### config.mk
export PLATFORM = sky130hd
export DESIGN_NAME = ipsv_trig
export DESIGN_NICKNAME = d
export VERILOG_FILES = /design/src/rtl/ipsv_pkg.sv /design/src/rtl/ipsv_trig.sv
export SDC_FILE = /design/constraint.sdc
export NUM_CORES = 2
export LEC_CHECK = 0
export ABC_AREA = 1
export BUFFER_PORTS_ARGS = -buffer_cell sky130_fd_sc_hd__buf_2
export CAP_MARGIN = 20
export CORE_MARGIN = 1
export CORE_UTILIZATION = 50
export DETAILED_ROUTE_END_ITERATION = 6
export PLACE_DENSITY = 0.62
export SYNTH_ARGS = -nofsm -noshare
export SYNTH_HDL_FRONTEND = slang
export SYNTH_SLANG_ARGS = --single-unit
### constraint.sdc
create_clock -name clk -period 8.7 [get_ports clk]
set_input_delay 0.435 -clock clk [delete_from_list [all_inputs] [get_ports clk]]
set_output_delay 0.435 -clock clk [all_outputs]
set_load 0.05 [all_outputs]
### src/rtl/ipsv_pkg.sv
// shared constants, types and the sector lookup for the inverse park / svpwm pipeline
// no dependencies

package ipsv_pkg;

    localparam int NUM_STAGES  = 23;
    localparam int TRIG_STAGES = 5;
    localparam int PARK_STAGES = 9;
    localparam int DUTY_STAGES = NUM_STAGES - PARK_STAGES;
    localparam int DIV_BITS    = 11;

    localparam logic [16:0] SQRT3_Q16     = 17'd113512;
    localparam logic [14:0] INV_SQRT3_Q15 = 15'd18919;
    localparam logic [16:0] SIN_CA        = 17'd102944;
    localparam logic [15:0] SIN_CB        = 16'd42048;
    localparam logic [12:0] SIN_CC        = 13'd4640;
    localparam logic [11:0] PWM_FULL      = 12'd2048;
    localparam logic [14:0] SUPPLY_RESET  = 15'd3072;
    localparam logic [14:0] LIM_RESET     = 15'((3072 * 18919 + 16384) >> 15);

    typedef enum logic [2:0] {
        SEC_NONE = 3'd0,
        SEC_1    = 3'd1,
        SEC_2    = 3'd2,
        SEC_3    = 3'd3,
        SEC_4    = 3'd4,
        SEC_5    = 3'd5,
        SEC_6    = 3'd6
    } sector_t;

    typedef logic signed [27:0] lvec_t;

    // sign code n = 4c + 2b + a
    function automatic sector_t sector_lookup(input logic [2:0] n);
        sector_t s;
        unique case (n)
            3'd1:    s = SEC_2;
            3'd2:    s = SEC_6;
            3'd3:    s = SEC_1;
            3'd4:    s = SEC_4;
            3'd5:    s = SEC_3;
            3'd6:    s = SEC_5;
            default: s = SEC_NONE;
        endcase
        return s;
    endfunction

endpackage

### src/rtl/ipsv_trig.sv
// five-stage polynomial sine and cosine in q1.15 from a 20-bit phase
// depends on ipsv_pkg

module ipsv_trig (
    input  logic                               clk,
    input  logic [ipsv_pkg::TRIG_STAGES-1:0]   stage_en,
    input  logic [19:0]                        phase,
    output logic signed [15:0]                 sin_val,
    output logic signed [15:0]                 cos_val
);

    logic [1:0]  quad_c [2];
    logic [18:0] fold_c [2];
    logic [33:0] prod2_c [2];
    logic [29:0] prod3_c [2];
    logic [33:0] prod4_c [2];
    logic [33:0] prod5_c [2];
    logic [18:0] round_c [2];
    logic [14:0] mag_c [2];

    logic [16:0] u1_reg [2];
    logic [16:0] u1_next [2];
    logic        neg1_reg [2];
    logic        neg1_next [2];
    logic [16:0] u2_reg [2];
    logic [16:0] sq2_reg [2];
    logic [16:0] sq2_next [2];
    logic        neg2_reg [2];
    logic [16:0] u3_reg [2];
    logic [16:0] sq3_reg [2];
    logic [15:0] inner3_reg [2];
    logic [15:0] inner3_next [2];
    logic        neg3_reg [2];
    logic [16:0] u4_reg [2];
    logic [16:0] mid4_reg [2];
    logic [16:0] mid4_next [2];
    logic        neg4_reg [2];
    logic signed [15:0] val5_reg [2];
    logic signed [15:0] val5_next [2];

    // lane 0 sine, lane 1 cosine (quarter turn ahead)
    always_comb
    begin
        for (int i = 0; i < 2; i++)
        begin
            quad_c[i]   = phase[19:18] + 2'(i);
            fold_c[i]   = quad_c[i][0] ? (19'h40000 - {1'b0, phase[17:0]})
                                       : {1'b0, phase[17:0]};
            u1_next[i]  = fold_c[i][18:2];
            neg1_next[i] = quad_c[i][1];

            prod2_c[i]  = 34'(u1_reg[i]) * 34'(u1_reg[i]);
            sq2_next[i] = prod2_c[i][32:16];

            prod3_c[i]    = 30'(sq2_reg[i]) * 30'(ipsv_pkg::SIN_CC);
            inner3_next[i] = ipsv_pkg::SIN_CB - {2'b00, prod3_c[i][29:16]};

            prod4_c[i]   = 34'(sq3_reg[i]) * 34'(inner3_reg[i]);
            mid4_next[i] = ipsv_pkg::SIN_CA - prod4_c[i][32:16];

            prod5_c[i]  = 34'(u4_reg[i]) * 34'(mid4_reg[i]);
            round_c[i]  = {1'b0, prod5_c[i][33:16]} + 19'd1;
            mag_c[i]    = (round_c[i][18:1] > 18'd32767) ? 15'h7fff : round_c[i][15:1];
            val5_next[i] = neg4_reg[i] ? -$signed({1'b0, mag_c[i]})
                                       : $signed({1'b0, mag_c[i]});
        end
    end

    always_ff @(posedge clk)
    begin
        for (int i = 0; i < 2; i++)
        begin
            if (stage_en[0])
            begin
                u1_reg[i]   <= u1_next[i];
                neg1_reg[i] <= neg1_next[i];
            end
            if (stage_en[1])
            begin
                u2_reg[i]   <= u1_reg[i];
                sq2_reg[i]  <= sq2_next[i];
                neg2_reg[i] <= neg1_reg[i];
            end
            if (stage_en[2])
            begin
                u3_reg[i]     <= u2_reg[i];
                sq3_reg[i]    <= sq2_reg[i];
                inner3_reg[i] <= inner3_next[i];
                neg3_reg[i]   <= neg2_reg[i];
            end
            if (stage_en[3])
            begin
                u4_reg[i]   <= u3_reg[i];
                mid4_reg[i] <= mid4_next[i];
                neg4_reg[i] <= neg3_reg[i];
            end
            if (stage_en[4])
            begin
                val5_reg[i] <= val5_next[i];
            end
        end
    end

    assign sin_val = val5_reg[0];
    assign cos_val = val5_reg[1];

endmodule

==> key figures <==
Critical path
  • R2r endpoint: val5_reg[0][24]
  • Crit-path max cell delay: 0.88 ns
  • Critical Path Source: mid4_reg[0][19]
  • Worst Setup End Kind: flip-flop
  • Critical Path RT: 9.07 ns
  • Critical path data arrival time: 8.33 ns
  • Worst reg2reg setup slack: 0.74 ns
  • Critical path fanouts, max: 17
  • R2r startpoint: mid4_reg[0][19]
  • CP Class: flip-flop to flip-flop
  • R2R depth: 35
  • Startpoint Class: flip-flop
  • Most frequent CP cell: nand2_1
  • Setup crit end: val5_reg[0][24]
  • Crit-path slowest cell: edfxtp_1

Run status
  • Status: finished, final reports clean

Clock tree
  • CTS max path bufs: 3
  • Cts hold-fix bufs: 0
  • Clock root cell: clkbuf_16
  • H-Tree Depth: 2
  • Sink Count: 310
  • Num CTS Buffers: 40
  • Clk pin slew, worst setup/hold paths: 0.06 ns
  • Post-CTS sizing: 0
  • CTS tree: yes
  • Clk_lat worst skew: 0.61 ns
  • Post-CTS Setup Bufs: 0

Yosys
  • Synth Instances: 8724
  • Count leader, synth: inv_1
  • Syn Nets: 10800
  • Sequential element share of the synthesized area: 0.132
  • Synth cell types: 55
  • Post-synth EDFFs: 310
  • Post-Syn Area: 70500 µm²
  • Mapped Avg Cell Area: 8.08 µm²
  • Ys flop type: edfxtp_1
  • Top cell type's share of synthesized area: 0.357
  • Register bit total from synthesis: 310
  • Ys Warns: 0
  • Dominant cells by area after synthesis: fa_1, inv_1, ha_1
  • Ys async rst share: 0
  • Synth area leader: fa_1
  • Synth cell count leaders: inv_1, nand2_1, fa_1, ha_1, clkbuf_1

Detailed routing
  • First drt pass iteration count: 5
  • Post-DRT Antenna Nets: 0
  • Drt via density: 4.93
  • Via total after detailed routing: 51500
  • Routed wire length: 160000 µm
  • Drt drc: 0
  • Initial drt markers: 2612
  • DR WL/cell: 15.3 µm

Global route
  • Vias in the first global route: 54800
  • Initial antenna violation count: 5
  • Total GRT Usage: 0.237
  • Largest net degree at the start of global routing: 68
  • Global-route wire length before repair: 272000 µm
  • Gr ovfl total: 0

Placement
  • Port Buffer Count: 57
  • GPL Wtd Cong: 0.904
  • DP HPWL: 132000 µm

Final layout
  • Final core occ: 0.526
  • Area Growth Syn to Fin: 4.31%
  • # nets final: 10500
  • Register area: 9310 µm²
  • Filler cells: 13400
  • Layout cells sized above 1: 0.0312
  • Multi-input logic area: 50100 µm²

Timing
  • Worst-Margin Slew: 1.03 ns
  • RSZ-0062 raised after global routing: false
  • Fin crit period: 7.96 ns
  • Period utilisation layout: 0.915
  • Hold Vio Cnt, Final: 0
  • Max-slew headroom: 0.313
  • Max Slew Vio Count: 0
  • Clock Skew: 0.0283 ns
  • Setup TNS: 0 ns
  • Fmax achieved: 126 MHz
  • Final setup viols: 0

Worst hold path
  • Min-delay worst type: input port to flip-flop

Floorplanning
  • Vert. Die Dim: 377 µm
  • Die width: 377 µm
  • Die area: 142000 µm²
  • Core area: 140000 µm²
  • Initial Util: 0.504
  • I/O Pins: 58
  • Rows: 137

Run
  • Max-Cap Viols: 0
-- layout make-up --
class,instances,share of cell area
Clock inverter,29,0.00463
Inverter,2601,0.133
Tap cell,1876,0.0319
Sequential cell,310,0.127
Clock buffer,45,0.0142
Multi-Input combinational cell,5469,0.681
Antenna cell,2,0.0000681
Timing Repair Buffer,99,0.00824
-- placed cells by master, fill, tap and decap left out, types with 48 or more instances in the layout --
master       n
inv_1     2572
nand2_1   2195
nand3_1    179
edfxtp_1   310
xnor2_1     48
a21oi_1    221
buf_2       55
fa_1      1257
nor2_1     267
o21ai_0    116
ha_1       745
xor2_1     152
-- logic make-up (layout without fill, tap and decap cells) --
kind of cell,Yosys count,after routing,share of synthesized area
other,0,2,0
AOI/OAI and AO/OA,453,453,0.0359
xor gates and xnor gates,200,200,0.0249
DFF,310,310,0.132
and+or+nand+nor,2814,2814,0.161
buffers and inverters,2945,2774,0.157
adders and majority gates,2002,2002,0.489
-- stage by stage --
stage	hold WS [ns]	cells	area, µm²	setup WS (ns)
final	0.0513	10400	73500	0.736
after global routing	0.0314	10400	73500	0.116
after CTS	0.0169	10400	73500	0.714
after detailed placement	0.405	10400	72100	0.720
after global placement	0.403	10400	72100	0.823
after floorplan	0.400	8724	70500	1.46
-- worst min path at each step --
stage / start / endpoint / slack (ns) / cells past startpoint
after floorplan: neg1_reg[0][0] / neg2_reg[0][0] / 0.40 / 0
after global placement: u3_reg[0][24] / u4_reg[0][24] / 0.40 / 0
after detailed placement: u2_reg[0][14] / u3_reg[0][14] / 0.40 / 0
after CTS: phase[19] / neg1_reg[0][0] / 0.02 / 1
after global routing: phase[19] / neg1_reg[0][0] / 0.03 / 1
final: phase[19] / neg1_reg[0][0] / 0.05 / 1
-- layer usage --
metal	wire, µm	GRT usage
met5	38	0
met4	4130	0.0623
met3	6810	0.0209
met2	79500	0.424
met1	69500	0.306
-- critical path, delay by kind of cell, from the launching register on --
kind | cells | cell delay (ns)
fa+ha+maj | 8 | 3.60
simple gates | 16 | 1.81
compound gates | 4 | 0.93
flops | 1 | 0.88
buf+inv | 6 | 0.35
xor+xnor | 1 | 0.15
Power is not shown: default switching activity piles up to over one toggle a cycle in this logic, so the estimate is an artifact.
