<file path="config.mk">
export PLATFORM = sky130hd
export DESIGN_NAME = ipsv_duty
export DESIGN_NICKNAME = d
export VERILOG_FILES = /design/src/rtl/ipsv_pkg.sv /design/src/rtl/ipsv_duty.sv
export SDC_FILE = /design/constraint.sdc
export NUM_CORES = 1
export LEC_CHECK = 0
export ABC_AREA = 1
export BUFFER_PORTS_ARGS = -buffer_cell sky130_fd_sc_hd__buf_2
export CELL_PAD_IN_SITES_DETAIL_PLACEMENT = 2
export CELL_PAD_IN_SITES_GLOBAL_PLACEMENT = 2
export CORE_MARGIN = 4
export CORE_UTILIZATION = 40
export CTS_BUF_LIST = sky130_fd_sc_hd__clkbuf_2
export CTS_CLUSTER_SIZE = 30
export DETAILED_ROUTE_END_ITERATION = 10
export PLACE_DENSITY_LB_ADDON = 0.1
export SYNTH_ARGS = -nofsm -noshare
export SYNTH_HDL_FRONTEND = slang
export SYNTH_SLANG_ARGS = --single-unit
export TNS_END_PERCENT = 5
</file>
<file path="constraint.sdc">
create_clock -name clk -period 5.9 [get_ports clk]
set_input_delay 0.295 -clock clk [delete_from_list [all_inputs] [get_ports clk]]
set_output_delay 0.295 -clock clk [all_outputs]
set_load 0.05 [all_outputs]
</file>
<file path="src/rtl/ipsv_pkg.sv">
// shared constants, types and the sector lookup for the inverse park / svpwm pipeline
// no dependencies

package ipsv_pkg;

    localparam int NUM_STAGES  = 23;
    localparam int TRIG_STAGES = 5;
    localparam int PARK_STAGES = 9;
    localparam int DUTY_STAGES = NUM_STAGES - PARK_STAGES;
    localparam int DIV_BITS    = 11;

    localparam logic [16:0] SQRT3_Q16     = 17'd113512;
    localparam logic [14:0] INV_SQRT3_Q15 = 15'd18919;
    localparam logic [16:0] SIN_CA        = 17'd102944;
    localparam logic [15:0] SIN_CB        = 16'd42048;
    localparam logic [12:0] SIN_CC        = 13'd4640;
    localparam logic [11:0] PWM_FULL      = 12'd2048;
    localparam logic [14:0] SUPPLY_RESET  = 15'd3072;
    localparam logic [14:0] LIM_RESET     = 15'((3072 * 18919 + 16384) >> 15);

    typedef enum logic [2:0] {
        SEC_NONE = 3'd0,
        SEC_1    = 3'd1,
        SEC_2    = 3'd2,
        SEC_3    = 3'd3,
        SEC_4    = 3'd4,
        SEC_5    = 3'd5,
        SEC_6    = 3'd6
    } sector_t;

    typedef logic signed [27:0] lvec_t;

    // sign code n = 4c + 2b + a
    function automatic sector_t sector_lookup(input logic [2:0] n);
        sector_t s;
        unique case (n)
            3'd1:    s = SEC_2;
            3'd2:    s = SEC_6;
            3'd3:    s = SEC_1;
            3'd4:    s = SEC_4;
            3'd5:    s = SEC_3;
            3'd6:    s = SEC_5;
            default: s = SEC_NONE;
        endcase
        return s;
    endfunction

endpackage

</file>
<file path="src/rtl/ipsv_duty.sv">
// one phase: scale by sqrt3, offset by half the supply, restoring divide by the supply
// depends on ipsv_pkg

module ipsv_duty (
    input  logic                               clk,
    input  logic [ipsv_pkg::DUTY_STAGES-1:0]   stage_en,
    input  logic [14:0]                        supply,
    input  ipsv_pkg::lvec_t                    l_val,
    output logic [11:0]                        duty
);

    localparam int NDIV = ipsv_pkg::DIV_BITS;

    logic signed [31:0] ph_reg;
    logic signed [31:0] ph_next;
    logic [30:0]        pl_reg;
    logic [30:0]        pl_next;
    logic signed [47:0] y_reg;
    logic signed [47:0] y_next;

    logic [40:0]        rem_reg [NDIV+1];
    logic [40:0]        rem_next [NDIV+1];
    logic [NDIV-1:0]    q_reg [NDIV+1];
    logic [NDIV-1:0]    q_next [NDIV+1];
    logic               zero_reg [NDIV+1];
    logic               zero_next;
    logic               sat_reg [NDIV+1];
    logic               sat_next;
    logic [41:0]        trial_c [NDIV+1];

    always_comb
    begin
        ph_next = 32'($signed({1'b0, ipsv_pkg::SQRT3_Q16})) * 32'($signed(l_val[27:14]));
        pl_next = 31'(ipsv_pkg::SQRT3_Q16) * 31'(l_val[13:0]);
        y_next  = (48'(ph_reg) <<< 14) + 48'($signed({1'b0, pl_reg}))
                + 48'($signed({1'b0, supply, 25'b0}));
        zero_next   = (y_reg <= 0);
        sat_next    = (y_reg >= 48'($signed({1'b0, supply, 26'b0})));
        rem_next[0] = y_reg[40:0];
        q_next[0]   = '0;
        trial_c[0]  = '0;
        for (int j = 1; j <= NDIV; j++)
        begin
            trial_c[j] = {1'b0, rem_reg[j-1]} - (42'(supply) << (15 + NDIV - j));
            if (!trial_c[j][41])
            begin
                rem_next[j] = trial_c[j][40:0];
                q_next[j]   = q_reg[j-1] | (NDIV'(1) << (NDIV - j));
            end
            else
            begin
                rem_next[j] = rem_reg[j-1];
                q_next[j]   = q_reg[j-1];
            end
        end
    end

    always_ff @(posedge clk)
    begin
        if (stage_en[0])
        begin
            ph_reg <= ph_next;
            pl_reg <= pl_next;
        end
        if (stage_en[1])
            y_reg <= y_next;
        if (stage_en[2])
        begin
            rem_reg[0]  <= rem_next[0];
            q_reg[0]    <= q_next[0];
            zero_reg[0] <= zero_next;
            sat_reg[0]  <= sat_next;
        end
        for (int j = 1; j <= NDIV; j++)
        begin
            if (stage_en[2+j])
            begin
                rem_reg[j]  <= rem_next[j];
                q_reg[j]    <= q_next[j];
                zero_reg[j] <= zero_reg[j-1];
                sat_reg[j]  <= sat_reg[j-1];
            end
        end
    end

    assign duty = zero_reg[NDIV] ? 12'd0
                : sat_reg[NDIV]  ? ipsv_pkg::PWM_FULL
                : 12'(q_reg[NDIV]);

endmodule

</file>
==> impl_metrics.py <==
metrics = {
    "floorplanning": {
        "fp.dieArea_mm2": 0.108,
        "pin_count": 70,
        "rows": 117,
        "core_area_mm2": 0.102,
        "die_w_um": 328,
        "start_util_pct": 40.3,
        "die_y_um": 328,
    },
    "setup_path": {
        "crit_chain": "dlygate4sd3_1, buf_2, inv_1, ha_1, dlygate4sd3_1, nor2_1, dlygate4sd3_1, inv_1, ha_1, inv_1, fa_1, fa_1, inv_1, fa_1, fa_1, ha_1, nand2_1, nor3_1, nand3_1, nand4_1, nand2_1",
        "worstPathArrival_ns": 6.58,
        "cp_slowest_cell": "dlygate4sd3_1",
        "r2r_slack_ns": 1.84,
        "critPathTopFamily": "adder cells",
        "reg2reg_to": "y_reg[40]",
        "cp.required_ns": 7.11,
        "crit_fanout": 8,
        "path_class": "in -> reg",
        "path_buf_inv": 8,
        "cp-startpoint": "l_val[12]",
        "endpoint": "pl_reg[27]",
        "startpoint_type": "primary input",
        "critPathMaxStageDelay_ns": 0.60,
        "crit_cells": 21,
        "worstReg2RegStart": "ph_reg[20]",
        "cp-end-kind": "flip-flop",
        "rr_worst_depth": 12,
    },
    "sta": {
        "fmax_mhz": 186,
        "skew_ns": 0.137,
        "slew_violations": 0,
        "fin_tns_setup_ns": 0,
        "tightest_slew_ns": 1.23,
        "timing.final.crit_period_ns": 5.37,
        "slew_headroom_pct": 17.8,
        "rsz0062_at_grt": "no",
        "layout_setup_ws_ns": 0.527,
        "finalSetupViolations": 0,
        "hold_violations": 0,
        "post-route-period-util_pct": 91.1,
    },
    "power": {
        "p_per_area_mw_per_mm2": 663,
        "total_power_mw": 30.0,
        "p_leak_nw": 21.9,
        "ir_worst_vdd_uv": 591,
    },
    "synth": {
        "syn-num-nets": 5633,
        "synth_ff_type": "edfxtp_1",
        "synth.avg_cell_area_um2": 8.27,
        "synth_top_area_share_pct": 35.0,
        "netlist_instances": 4963,
        "ys_seq_area_share_pct": 35.0,
        "yosysWarnings": 0,
        "synth_top_area_cell": "edfxtp_1",
        "synth.most_common_cell": "nand2_1",
        "ys_ff_latch": 478,
        "syn_area_mm2": 0.0411,
        "synth-edff-count": 478,
        "ys_types": 49,
        "synth_common_cells": "1,528 x nand2_1, 859 x inv_1, 478 x edfxtp_1, 415 x ha_1, 373 x nor2_1",
        "synthArstFlopShare_pct": 0,
        "synth_area_leaders": "edfxtp_1 35%, nand2_1 14%, ha_1 13%",
    },
    "place": {
        "detailedPlace.worstSlack_ns": 0.273,
        "hpwlAfterDp_um": 120000,
        "gp_congestion": 0.878,
        "dpl_cell_area_mm2": 0.0430,
        "port_buffers": 69,
    },
    "job": {
        "drv_cap": 0,
    },
    "final_layout": {
        "nNetsFinal": 5934,
        "drive_gt1_share_pct": 9.35,
        "largest_reg_flops": 286,
        "area_growth_pct": 10.2,
        "fin_area_mm2": 0.0453,
    },
    "clock_tree": {
        "cts_tree": "yes",
        "cts-buffers-inserted": 142,
        "clock_latency_ns": 1.47,
        "cts_max_level": 4,
        "clockRootBuffer": "clkbuf_2",
        "cts_resized": 0,
        "clock-sinks": 478,
        "clkTransAtPathRegs_ns": 0.15,
        "clockBufferDepth": 3,
    },
    "grt": {
        "antenna_found_initial": 4,
        "grt.overflow.total": 0,
        "track_usage_pct": 28.7,
        "grt_max_degree": 46,
        "grt_pass1_vias": 40400,
        "grt_first_pass_wirelength_um": 238000,
    },
    "outcome": {
        "status": "finished, final reports clean",
    },
    "detailed_routing": {
        "vias": 35600,
        "drt_wl_total_um": 154000,
        "dr.pass1.iters": 5,
        "avgViaCountPerCell": 5.29,
        "remaining_drc_errors": 0,
        "avgRoutedWirePerCell_um": 22.9,
        "drtIter0Drc": 1698,
        "ant_nets": 0,
    },
    "worst_hold_path": {
        "worstHoldPathType": "in -> reg",
        "holdPathStages": 2,
    },
}
[power by group]
part	internal (mW)	switching, mW
combinational	7.01	13.5
sequential	5.79	0.940
clock	1.05	1.70
[cell type report]
class | instances | area [um2]
fill | 11800 | 56600
multi-input combinational | 3587 | 23100
sequential | 478 | 14400
inverter | 871 | 3300
tap | 1368 | 1710
timing repair buffer | 184 | 1470
clock buffer | 193 | 966
clock inverter | 46 | 320
antenna | 13 | 32.5
[through the flow]
step                      hold slack (ns)  instances  utilization (%)
after global routing               0.0151       6736             44.4
final                               0.125       6740             44.4
after global placement              0.400       6393             42.2
after detailed placement            0.405       6393             42.2
after CTS                         0.00257       6727             44.4
after floorplan                     0.394       4963                -
[worst register-to-register path, delay by kind of cell, from the launching register on]
kind / cells / cell delay (ns)
DFF: 1 / 0.38
and+or+nand+nor: 6 / 0.85
buffers and inverters: 4 / 1.88
adders and majority gates: 2 / 0.64
[logic make-up (layout without fill, tap and decap cells)]
group	count (synthesis)	in the layout	share of synthesized area, %
simple gates	2412	2412	24.7
buf+inv	898	1294	8.74
fa+ha+maj	612	612	22.3
flops	478	478	35.0
compound gates	419	419	6.31
xor+xnor	144	144	3.07
other cells	0	13	0
[layout by cell type (no fill, tap or decap), types with 27 or more instances in the layout]
cell,synthesis,final
a21oi_1,190,190
buf_2,0,69
clkbuf_2,0,193
clkinv_1,0,27
dlygate4sd3_1,0,93
edfxtp_1,478,478
fa_1,197,197
ha_1,415,415
inv_1,859,859
nand2_1,1528,1528
nand3_1,254,254
nand3b_1,45,45
nand4_1,64,64
nor2_1,373,373
nor3_1,48,48
o21ai_0,87,87
o21ai_2,90,90
xnor2_1,79,79
xor2_1,65,65
[how the worst min path moves through the flow]
stage | from | endpoint | slack (ns)
after floorplan | l_val[14] | ph_reg[3] | 0.39
after global placement | rem_reg[7][15] | rem_reg[8][15] | 0.40
after detailed placement | pl_reg[6] | y_reg[6] | 0.41
after CTS | stage_en[11] | zero_reg[2][1] | 0.003
after global routing | stage_en[5] | sat_reg[0][3] | 0.02
final | stage_en[11] | rem_reg[9][24] | 0.12
[metal layers]
| metal | vias up | global-route usage (%) | routed length, um | share of wire, % |
|---|---|---|---|---|
| met1 | 18000 | 33.8 | 63600 | 41 |
| met2 | 699 | 53.7 | 80900 | 52 |
| li1 | 16700 | - | - | - |
| met4 | 2 | 10.1 | 5370 | 3.5 |
| met3 | 282 | 3.31 | 4630 | 3.0 |
| met5 | - | 0 | 13 | 0.0084 |
[what timing repair did]
action,CTS,global route
hold endpoints to repair,585,0
hold buffers,95,0
buffers inserted,0,0
Note: power is estimated with default switching activity, not from simulation.
