File: src/rtl/ipsv_pkg.sv
// shared constants, types and the sector lookup for the inverse park / svpwm pipeline
// no dependencies

package ipsv_pkg;

    localparam int NUM_STAGES  = 23;
    localparam int TRIG_STAGES = 5;
    localparam int PARK_STAGES = 9;
    localparam int DUTY_STAGES = NUM_STAGES - PARK_STAGES;
    localparam int DIV_BITS    = 11;

    localparam logic [16:0] SQRT3_Q16     = 17'd113512;
    localparam logic [14:0] INV_SQRT3_Q15 = 15'd18919;
    localparam logic [16:0] SIN_CA        = 17'd102944;
    localparam logic [15:0] SIN_CB        = 16'd42048;
    localparam logic [12:0] SIN_CC        = 13'd4640;
    localparam logic [11:0] PWM_FULL      = 12'd2048;
    localparam logic [14:0] SUPPLY_RESET  = 15'd3072;
    localparam logic [14:0] LIM_RESET     = 15'((3072 * 18919 + 16384) >> 15);

    typedef enum logic [2:0] {
        SEC_NONE = 3'd0,
        SEC_1    = 3'd1,
        SEC_2    = 3'd2,
        SEC_3    = 3'd3,
        SEC_4    = 3'd4,
        SEC_5    = 3'd5,
        SEC_6    = 3'd6
    } sector_t;

    typedef logic signed [27:0] lvec_t;

    // sign code n = 4c + 2b + a
    function automatic sector_t sector_lookup(input logic [2:0] n);
        sector_t s;
        unique case (n)
            3'd1:    s = SEC_2;
            3'd2:    s = SEC_6;
            3'd3:    s = SEC_1;
            3'd4:    s = SEC_4;
            3'd5:    s = SEC_3;
            3'd6:    s = SEC_5;
            default: s = SEC_NONE;
        endcase
        return s;
    endfunction

endpackage

File: src/rtl/ipsv_park.sv
// command clamp, inverse park rotation, sector decode and per-phase duty terms
// depends on ipsv_pkg; takes sine and cosine from ipsv_trig

module ipsv_park (
    input  logic                               clk,
    input  logic [ipsv_pkg::PARK_STAGES-1:0]   stage_en,
    input  logic signed [15:0]                 q_cmd,
    input  logic signed [15:0]                 d_cmd,
    input  logic [14:0]                        limit,
    input  logic signed [15:0]                 sin_val,
    input  logic signed [15:0]                 cos_val,
    output ipsv_pkg::sector_t                  sector,
    output ipsv_pkg::lvec_t                    l_a,
    output ipsv_pkg::lvec_t                    l_b,
    output ipsv_pkg::lvec_t                    l_c
);

    logic signed [15:0] lim_s;
    logic signed [15:0] uq_next;
    logic signed [15:0] ud_next;
    logic signed [15:0] uq_reg [ipsv_pkg::TRIG_STAGES];
    logic signed [15:0] ud_reg [ipsv_pkg::TRIG_STAGES];

    logic signed [31:0] p_reg [4];
    logic signed [31:0] p_next [4];
    logic signed [32:0] diff_c;
    logic signed [32:0] sum_c;
    logic signed [25:0] al_reg;
    logic signed [25:0] be7_reg;
    logic signed [43:0] sa_prod_c;
    logic signed [27:0] sa_reg;
    logic signed [25:0] be8_reg;

    logic signed [27:0] a_c;
    logic signed [27:0] b_c;
    logic signed [27:0] c_c;
    ipsv_pkg::sector_t  sec_next;
    ipsv_pkg::sector_t  sec_reg;
    ipsv_pkg::lvec_t    la_next;
    ipsv_pkg::lvec_t    lb_next;
    ipsv_pkg::lvec_t    lc_next;
    ipsv_pkg::lvec_t    la_reg;
    ipsv_pkg::lvec_t    lb_reg;
    ipsv_pkg::lvec_t    lc_reg;

    always_comb
    begin
        lim_s = $signed({1'b0, limit});
        if (q_cmd > lim_s)
            uq_next = lim_s;
        else if (q_cmd < -lim_s)
            uq_next = -lim_s;
        else
            uq_next = q_cmd;
        if (d_cmd > lim_s)
            ud_next = lim_s;
        else if (d_cmd < -lim_s)
            ud_next = -lim_s;
        else
            ud_next = d_cmd;
    end

    always_comb
    begin
        p_next[0] = 32'(ud_reg[4]) * 32'(cos_val);
        p_next[1] = 32'(uq_reg[4]) * 32'(sin_val);
        p_next[2] = 32'(uq_reg[4]) * 32'(cos_val);
        p_next[3] = 32'(ud_reg[4]) * 32'(sin_val);
        diff_c    = 33'(p_reg[0]) - 33'(p_reg[1]);
        sum_c     = 33'(p_reg[2]) + 33'(p_reg[3]);
        sa_prod_c = 44'($signed({1'b0, ipsv_pkg::SQRT3_Q16})) * 44'(al_reg);
    end

    // a, b and c are twice the textbook values
    always_comb
    begin
        a_c      = 28'(be8_reg) <<< 1;
        b_c      = sa_reg - 28'(be8_reg);
        c_c      = -(sa_reg + 28'(be8_reg));
        sec_next = ipsv_pkg::sector_lookup({c_c > 0, b_c > 0, a_c > 0});
        case (sec_next) inside
            ipsv_pkg::SEC_1, ipsv_pkg::SEC_4:
            begin
                la_next = a_c + b_c;
                lb_next = a_c - b_c;
                lc_next = -a_c - b_c;
            end
            ipsv_pkg::SEC_2, ipsv_pkg::SEC_5:
            begin
                la_next = b_c - c_c;
                lb_next = -b_c - c_c;
                lc_next = b_c + c_c;
            end
            ipsv_pkg::SEC_3, ipsv_pkg::SEC_6:
            begin
                la_next = -c_c - a_c;
                lb_next = c_c + a_c;
                lc_next = c_c - a_c;
            end
            default:
            begin
                la_next = '0;
                lb_next = '0;
                lc_next = '0;
            end
        endcase
    end

    always_ff @(posedge clk)
    begin
        if (stage_en[0])
        begin
            uq_reg[0] <= uq_next;
            ud_reg[0] <= ud_next;
        end
        for (int k = 1; k < ipsv_pkg::TRIG_STAGES; k++)
        begin
            if (stage_en[k])
            begin
                uq_reg[k] <= uq_reg[k-1];
                ud_reg[k] <= ud_reg[k-1];
            end
        end
        if (stage_en[5])
        begin
            for (int i = 0; i < 4; i++)
                p_reg[i] <= p_next[i];
        end
        if (stage_en[6])
        begin
            al_reg  <= diff_c[32:7];
            be7_reg <= sum_c[32:7];
        end
        if (stage_en[7])
        begin
            sa_reg  <= sa_prod_c[43:16];
            be8_reg <= be7_reg;
        end
        if (stage_en[8])
        begin
            sec_reg <= sec_next;
            la_reg  <= la_next;
            lb_reg  <= lb_next;
            lc_reg  <= lc_next;
        end
    end

    assign sector = sec_reg;
    assign l_a    = la_reg;
    assign l_b    = lb_reg;
    assign l_c    = lc_reg;

endmodule

File: config.mk
export PLATFORM = sky130hd
export DESIGN_NAME = ipsv_park
export DESIGN_NICKNAME = d
export VERILOG_FILES = /design/src/rtl/ipsv_pkg.sv /design/src/rtl/ipsv_park.sv
export SDC_FILE = /design/constraint.sdc
export NUM_CORES = 2
export LEC_CHECK = 0
export ABC_AREA = 1
export BUFFER_PORTS_ARGS = -buffer_cell sky130_fd_sc_hd__buf_4
export CAP_MARGIN = 15
export CELL_PAD_IN_SITES_DETAIL_PLACEMENT = 1
export CELL_PAD_IN_SITES_GLOBAL_PLACEMENT = 1
export CORE_MARGIN = 4
export CORE_UTILIZATION = 45
export DETAILED_ROUTE_END_ITERATION = 10
export PLACE_DENSITY_LB_ADDON = 0.1
export SYNTH_ARGS = -nofsm -noshare
export SYNTH_HDL_FRONTEND = slang
export SYNTH_SLANG_ARGS = --single-unit
File: constraint.sdc
create_clock -name clk -period 6.5 [get_ports clk]
set_input_delay 1.3 -clock clk [delete_from_list [all_inputs] [get_ports clk]]
set_output_delay 1.3 -clock clk [all_outputs]
set_load 0.005 [all_outputs]
==> key figures <==
STA
  • Hold Vio Cnt, Final: 0
  • Pins Over Slew Limit: 0
  • Slew of the pin with the lowest slew margin: 1.040 ns
  • Max Freq: approximately 160 MHz
  • Endpoints failing setup: 0
  • RSZ-0062 raised after global routing: no
  • Post-layout minimum cycle time: 6.337 ns
  • Post-Route Hold Slack: approximately 0.41 ns
  • Worst-case headroom to the max-slew limit: between 30 and 40%
  • Final worst clock skew: 0.03046 ns
  • Share of the clock period used by the worst path: 97.50%
  • Setup TNS Final: 0 ns

CTS
  • Clock Tree Root: sky130_fd_sc_hd__clkbuf_16
  • Max Buffers Root-to-Sink: 3
  • CTS tree: done
  • Clk sinks: around 480
  • Hold_buf cts: 0
  • Number of buffers created by CTS: 55
  • Number of H-tree branching levels: 2
  • Clock transition at the register clock pins on the worst setup and hold paths after CTS: 0.06 ns
  • Clock insertion delay at the later pin of the skew report: 0.72 ns

Finish
  • Final core occ: 51.34%
  • Synth-to-layout area growth: 13.32%
  • Share of layout cells above drive strength 1: 9.137%
  • Final Instance Count excl. Fillers: 14010
  • Area used by sequential logic in the layout: 0.01438 sq mm
  • Number of nets in the layout: 13760
  • Area of the multi-input gates: approximately 0.06 sq mm
  • Max FFs per register: 128
  • Number of fill cells in the layout: approximately 23000

Die
  • IO Count: 176
  • Overall die area: 0.2010 sq mm
  • Initial cell density of the core: around 45%
  • Die Wd: 448.3 microns
  • Die boundary height: 448.3 microns
  • Core outline area: 0.1926 sq mm
  • Standard-cell rows: 161

Detailed routing
  • Routed length per placed instance: between 20 and 25 microns
  • Final ANT Viol Nets: 0
  • Total routed wirelength: 330300 microns
  • First-iteration detailed-routing DRC count: 4582
  • Vias/cell: 5.277
  • Vias after detailed routing: 73920
  • Post-route DRC violation count: 0
  • Drt pass-1 iters: 5

Global routing
  • Largest net degree at the start of global routing: 67
  • First-pass GRT wire length: 500200 microns
  • Antenna violations before repair: 11
  • Overall fraction of global-route tracks in use: approximately a third
  • Via count of the first global-routing pass: 81890
  • Aggregate global routing overflow: 0

Synthesis
  • Synthesized area divided by synthesized cell count: 8.137 sq um
  • EDFF count, synth: roughly 480
  • Portion of the post-synthesis area used by sequential elements: 16.48%
  • Synthesized netlist cell count: 10720
  • Synth Warn #: 0
  • Net count of the mapped netlist: 13050
  • Count of distinct cell types in the synthesized netlist: 48
  • Main synth FF type: sky130_fd_sc_hd__edfxtp_1
  • Ys async rst share: 0%
  • Register bit total from synthesis: 479
  • Post-Syn Area: 0.08726 sq mm

Worst setup path
  • Crit Path Class: input pin to flip-flop
  • Critical path data required time: just under 7 ns
  • Critical path launch point type: input pin
  • Critical Path Sink Type: flip-flop
  • Maximum fanout count along the critical path: 16
  • Arrival time reported for the critical path endpoint: 6.80 ns

Place
  • Global placer's final weighted congestion: ~1
  • Number of buffers added on ports: 175
  • Post-detail-place hpwl: 286500 microns
  • Placed Cells: between 10000 and 15000

Hold path
  • HP Class: flip-flop to flip-flop

Status
  • Status: complete, no violations

Flow run
  • Reported max-cap violation count: 0
[logic make-up (layout without fill, tap and decap cells)]
family | Yosys count | after routing | share of synthesized area, %
adders and majority gates | 2236 | 2236 | 42.89
other | 0 | 2 | 0
buffers and inverters | 3057 | 3814 | 13.28
AOI/OAI and AO/OA | 1137 | 1137 | 7.287
xor gates and xnor gates | 475 | 475 | 4.768
DFF | 479 | 479 | 16.48
and+or+nand+nor | 3340 | 3340 | 15.29
[synth_stat cells, drive strengths merged (3+ instances only)]
master | count | area (sq um)
inv | 2787 | 10460
nand2 | 2353 | 8855
fa | 1259 | 25200
ha | 977 | 12220
a21oi | 586 | 2937
nor2 | 483 | 1813
edfxtp | 479 | 14380
xor2 | 344 | 3013
nand3 | 325 | 1627
o21ai | 289 | 1446
clkbuf | 236 | 885.9
xnor2 | 131 | 1147
nor3 | 76 | 385.4
nand4 | 46 | 287.8
o21bai | 45 | 337.8
a31oi | 32 | 200.2
o211ai | 32 | 240.2
o21a | 31 | 232.7
buf | 28 | 214.0
nor4 | 27 | 168.9
a21o | 22 | 165.2
a21boi | 20 | 150.1
o221ai | 19 | 166.4
a221oi | 12 | 105.1
o22ai | 12 | 75.07
nand3b | 11 | 82.58
or2 | 11 | 68.82
o31ai | 10 | 75.07
a211oi | 9 | 67.56
o2111ai | 7 | 61.31
clkinv | 6 | 22.52
a31o | 5 | 43.79
and2 | 3 | 18.77
and3 | 3 | 18.77
o41ai | 3 | 26.28
[worst paths after layout]
path | start | end | slack [ns] | depth (start not counted)
worst min-delay path | be7_reg[4]$_DFFE_PP_ | be8_reg[4]$_DFFE_PP_ | 0.41 | 0
worst min register to register | be7_reg[4]$_DFFE_PP_ | be8_reg[4]$_DFFE_PP_ | 0.41 | 0
worst max-delay path | sin_val[7] | p_reg[3][31]$_DFFE_PP_ | 0.16 | 22
worst max register to register | be8_reg[1]$_DFFE_PP_ | l_c[22]$_DFFE_PP_ | 0.26 | 21
[stage by stage]
step	instance area, sq um	setup slack [ns]
6_report	98880	0.1626
5_1_grt	98880	0.004905
4_1_cts	98670	0.1284
3_5_place_dp	96790	-0.6496
3_3_place_gp	96790	-0.5357
2_1_floorplan	87270	-0.08716
[layout by cell type (no fill, tap or decap), types with 6 or more instances in the layout]
cell type / instances
sky130_fd_sc_hd__nor3_1: 75
sky130_fd_sc_hd__o211ai_1: 32
sky130_fd_sc_hd__nand4_1: 46
sky130_fd_sc_hd__o21a_1: 31
sky130_fd_sc_hd__buf_4: 855
sky130_fd_sc_hd__a221oi_1: 12
sky130_fd_sc_hd__ha_1: 977
sky130_fd_sc_hd__xnor2_1: 131
sky130_fd_sc_hd__nand3b_1: 11
sky130_fd_sc_hd__o2111ai_1: 7
sky130_fd_sc_hd__nand3_1: 325
sky130_fd_sc_hd__nor4_1: 25
sky130_fd_sc_hd__clkinv_2: 9
sky130_fd_sc_hd__clkbuf_16: 55
sky130_fd_sc_hd__xor2_1: 343
sky130_fd_sc_hd__fa_1: 1255
sky130_fd_sc_hd__o221ai_1: 19
sky130_fd_sc_hd__clkinv_1: 11
sky130_fd_sc_hd__nor2_1: 482
sky130_fd_sc_hd__or2_2: 10
sky130_fd_sc_hd__clkbuf_1: 8
sky130_fd_sc_hd__inv_1: 2782
sky130_fd_sc_hd__edfxtp_1: 479
sky130_fd_sc_hd__nand2_1: 2346
sky130_fd_sc_hd__buf_12: 55
sky130_fd_sc_hd__bufinv_16: 6
sky130_fd_sc_hd__a21o_1: 22
sky130_fd_sc_hd__o21ai_0: 287
sky130_fd_sc_hd__a21boi_0: 18
sky130_fd_sc_hd__nand2_2: 6
sky130_fd_sc_hd__a21oi_1: 582
sky130_fd_sc_hd__o22ai_1: 12
sky130_fd_sc_hd__buf_6: 8
sky130_fd_sc_hd__a31oi_1: 32
sky130_fd_sc_hd__a211oi_1: 9
sky130_fd_sc_hd__o21bai_1: 45
sky130_fd_sc_hd__o31ai_1: 10
[critical path, cell delays in order]
cell and delay, ns:
sky130_fd_sc_hd__buf_4 0.13, sky130_fd_sc_hd__buf_12 0.17, sky130_fd_sc_hd__nand2_1 0.10, sky130_fd_sc_hd__buf_4 0.16
sky130_fd_sc_hd__buf_4 0.13, sky130_fd_sc_hd__fa_1 0.57, sky130_fd_sc_hd__inv_1 0.11, sky130_fd_sc_hd__fa_1 0.52
sky130_fd_sc_hd__inv_1 0.11, sky130_fd_sc_hd__fa_1 0.50, sky130_fd_sc_hd__fa_1 0.55, sky130_fd_sc_hd__inv_1 0.07
sky130_fd_sc_hd__fa_1 0.56, sky130_fd_sc_hd__fa_1 0.45, sky130_fd_sc_hd__ha_1 0.32, sky130_fd_sc_hd__nand2_1 0.08
sky130_fd_sc_hd__nor2_1 0.15, sky130_fd_sc_hd__nand2_1 0.15, sky130_fd_sc_hd__nor4_1 0.20, sky130_fd_sc_hd__nand2_1 0.16
sky130_fd_sc_hd__o211ai_1 0.21, sky130_fd_sc_hd__xor2_1 0.11
[layout make-up]
class / instances / area share, %
Tap cell: 2526 / 3.196
Multi-Input combinational cell: 7188 / 62.04
Antenna cell: 2 / 0.005061
Clock inverter: 39 / 0.4770
Clock buffer: 63 / 1.422
Timing Repair Buffer: 919 / 7.711
Sequential cell: 479 / 14.55
Inverter: 2793 / 10.61
[metal layers]
layer	wire (microns)	GRT usage (%)
met3	15240	3.309
met5	25	0
met2	156500	56.10
met1	139800	42.86
met4	18730	15.36
[what timing repair did]
action | in CTS | in global routing
gates resized for setup | 0 | 17
setup buffers | 0 | 10
setup endpoints to repair | 0 | 27
endpoints found under the hold margin | 0 | 0
Power is not shown: default switching activity piles up to over one toggle a cycle in this logic, so the estimate is an artifact.
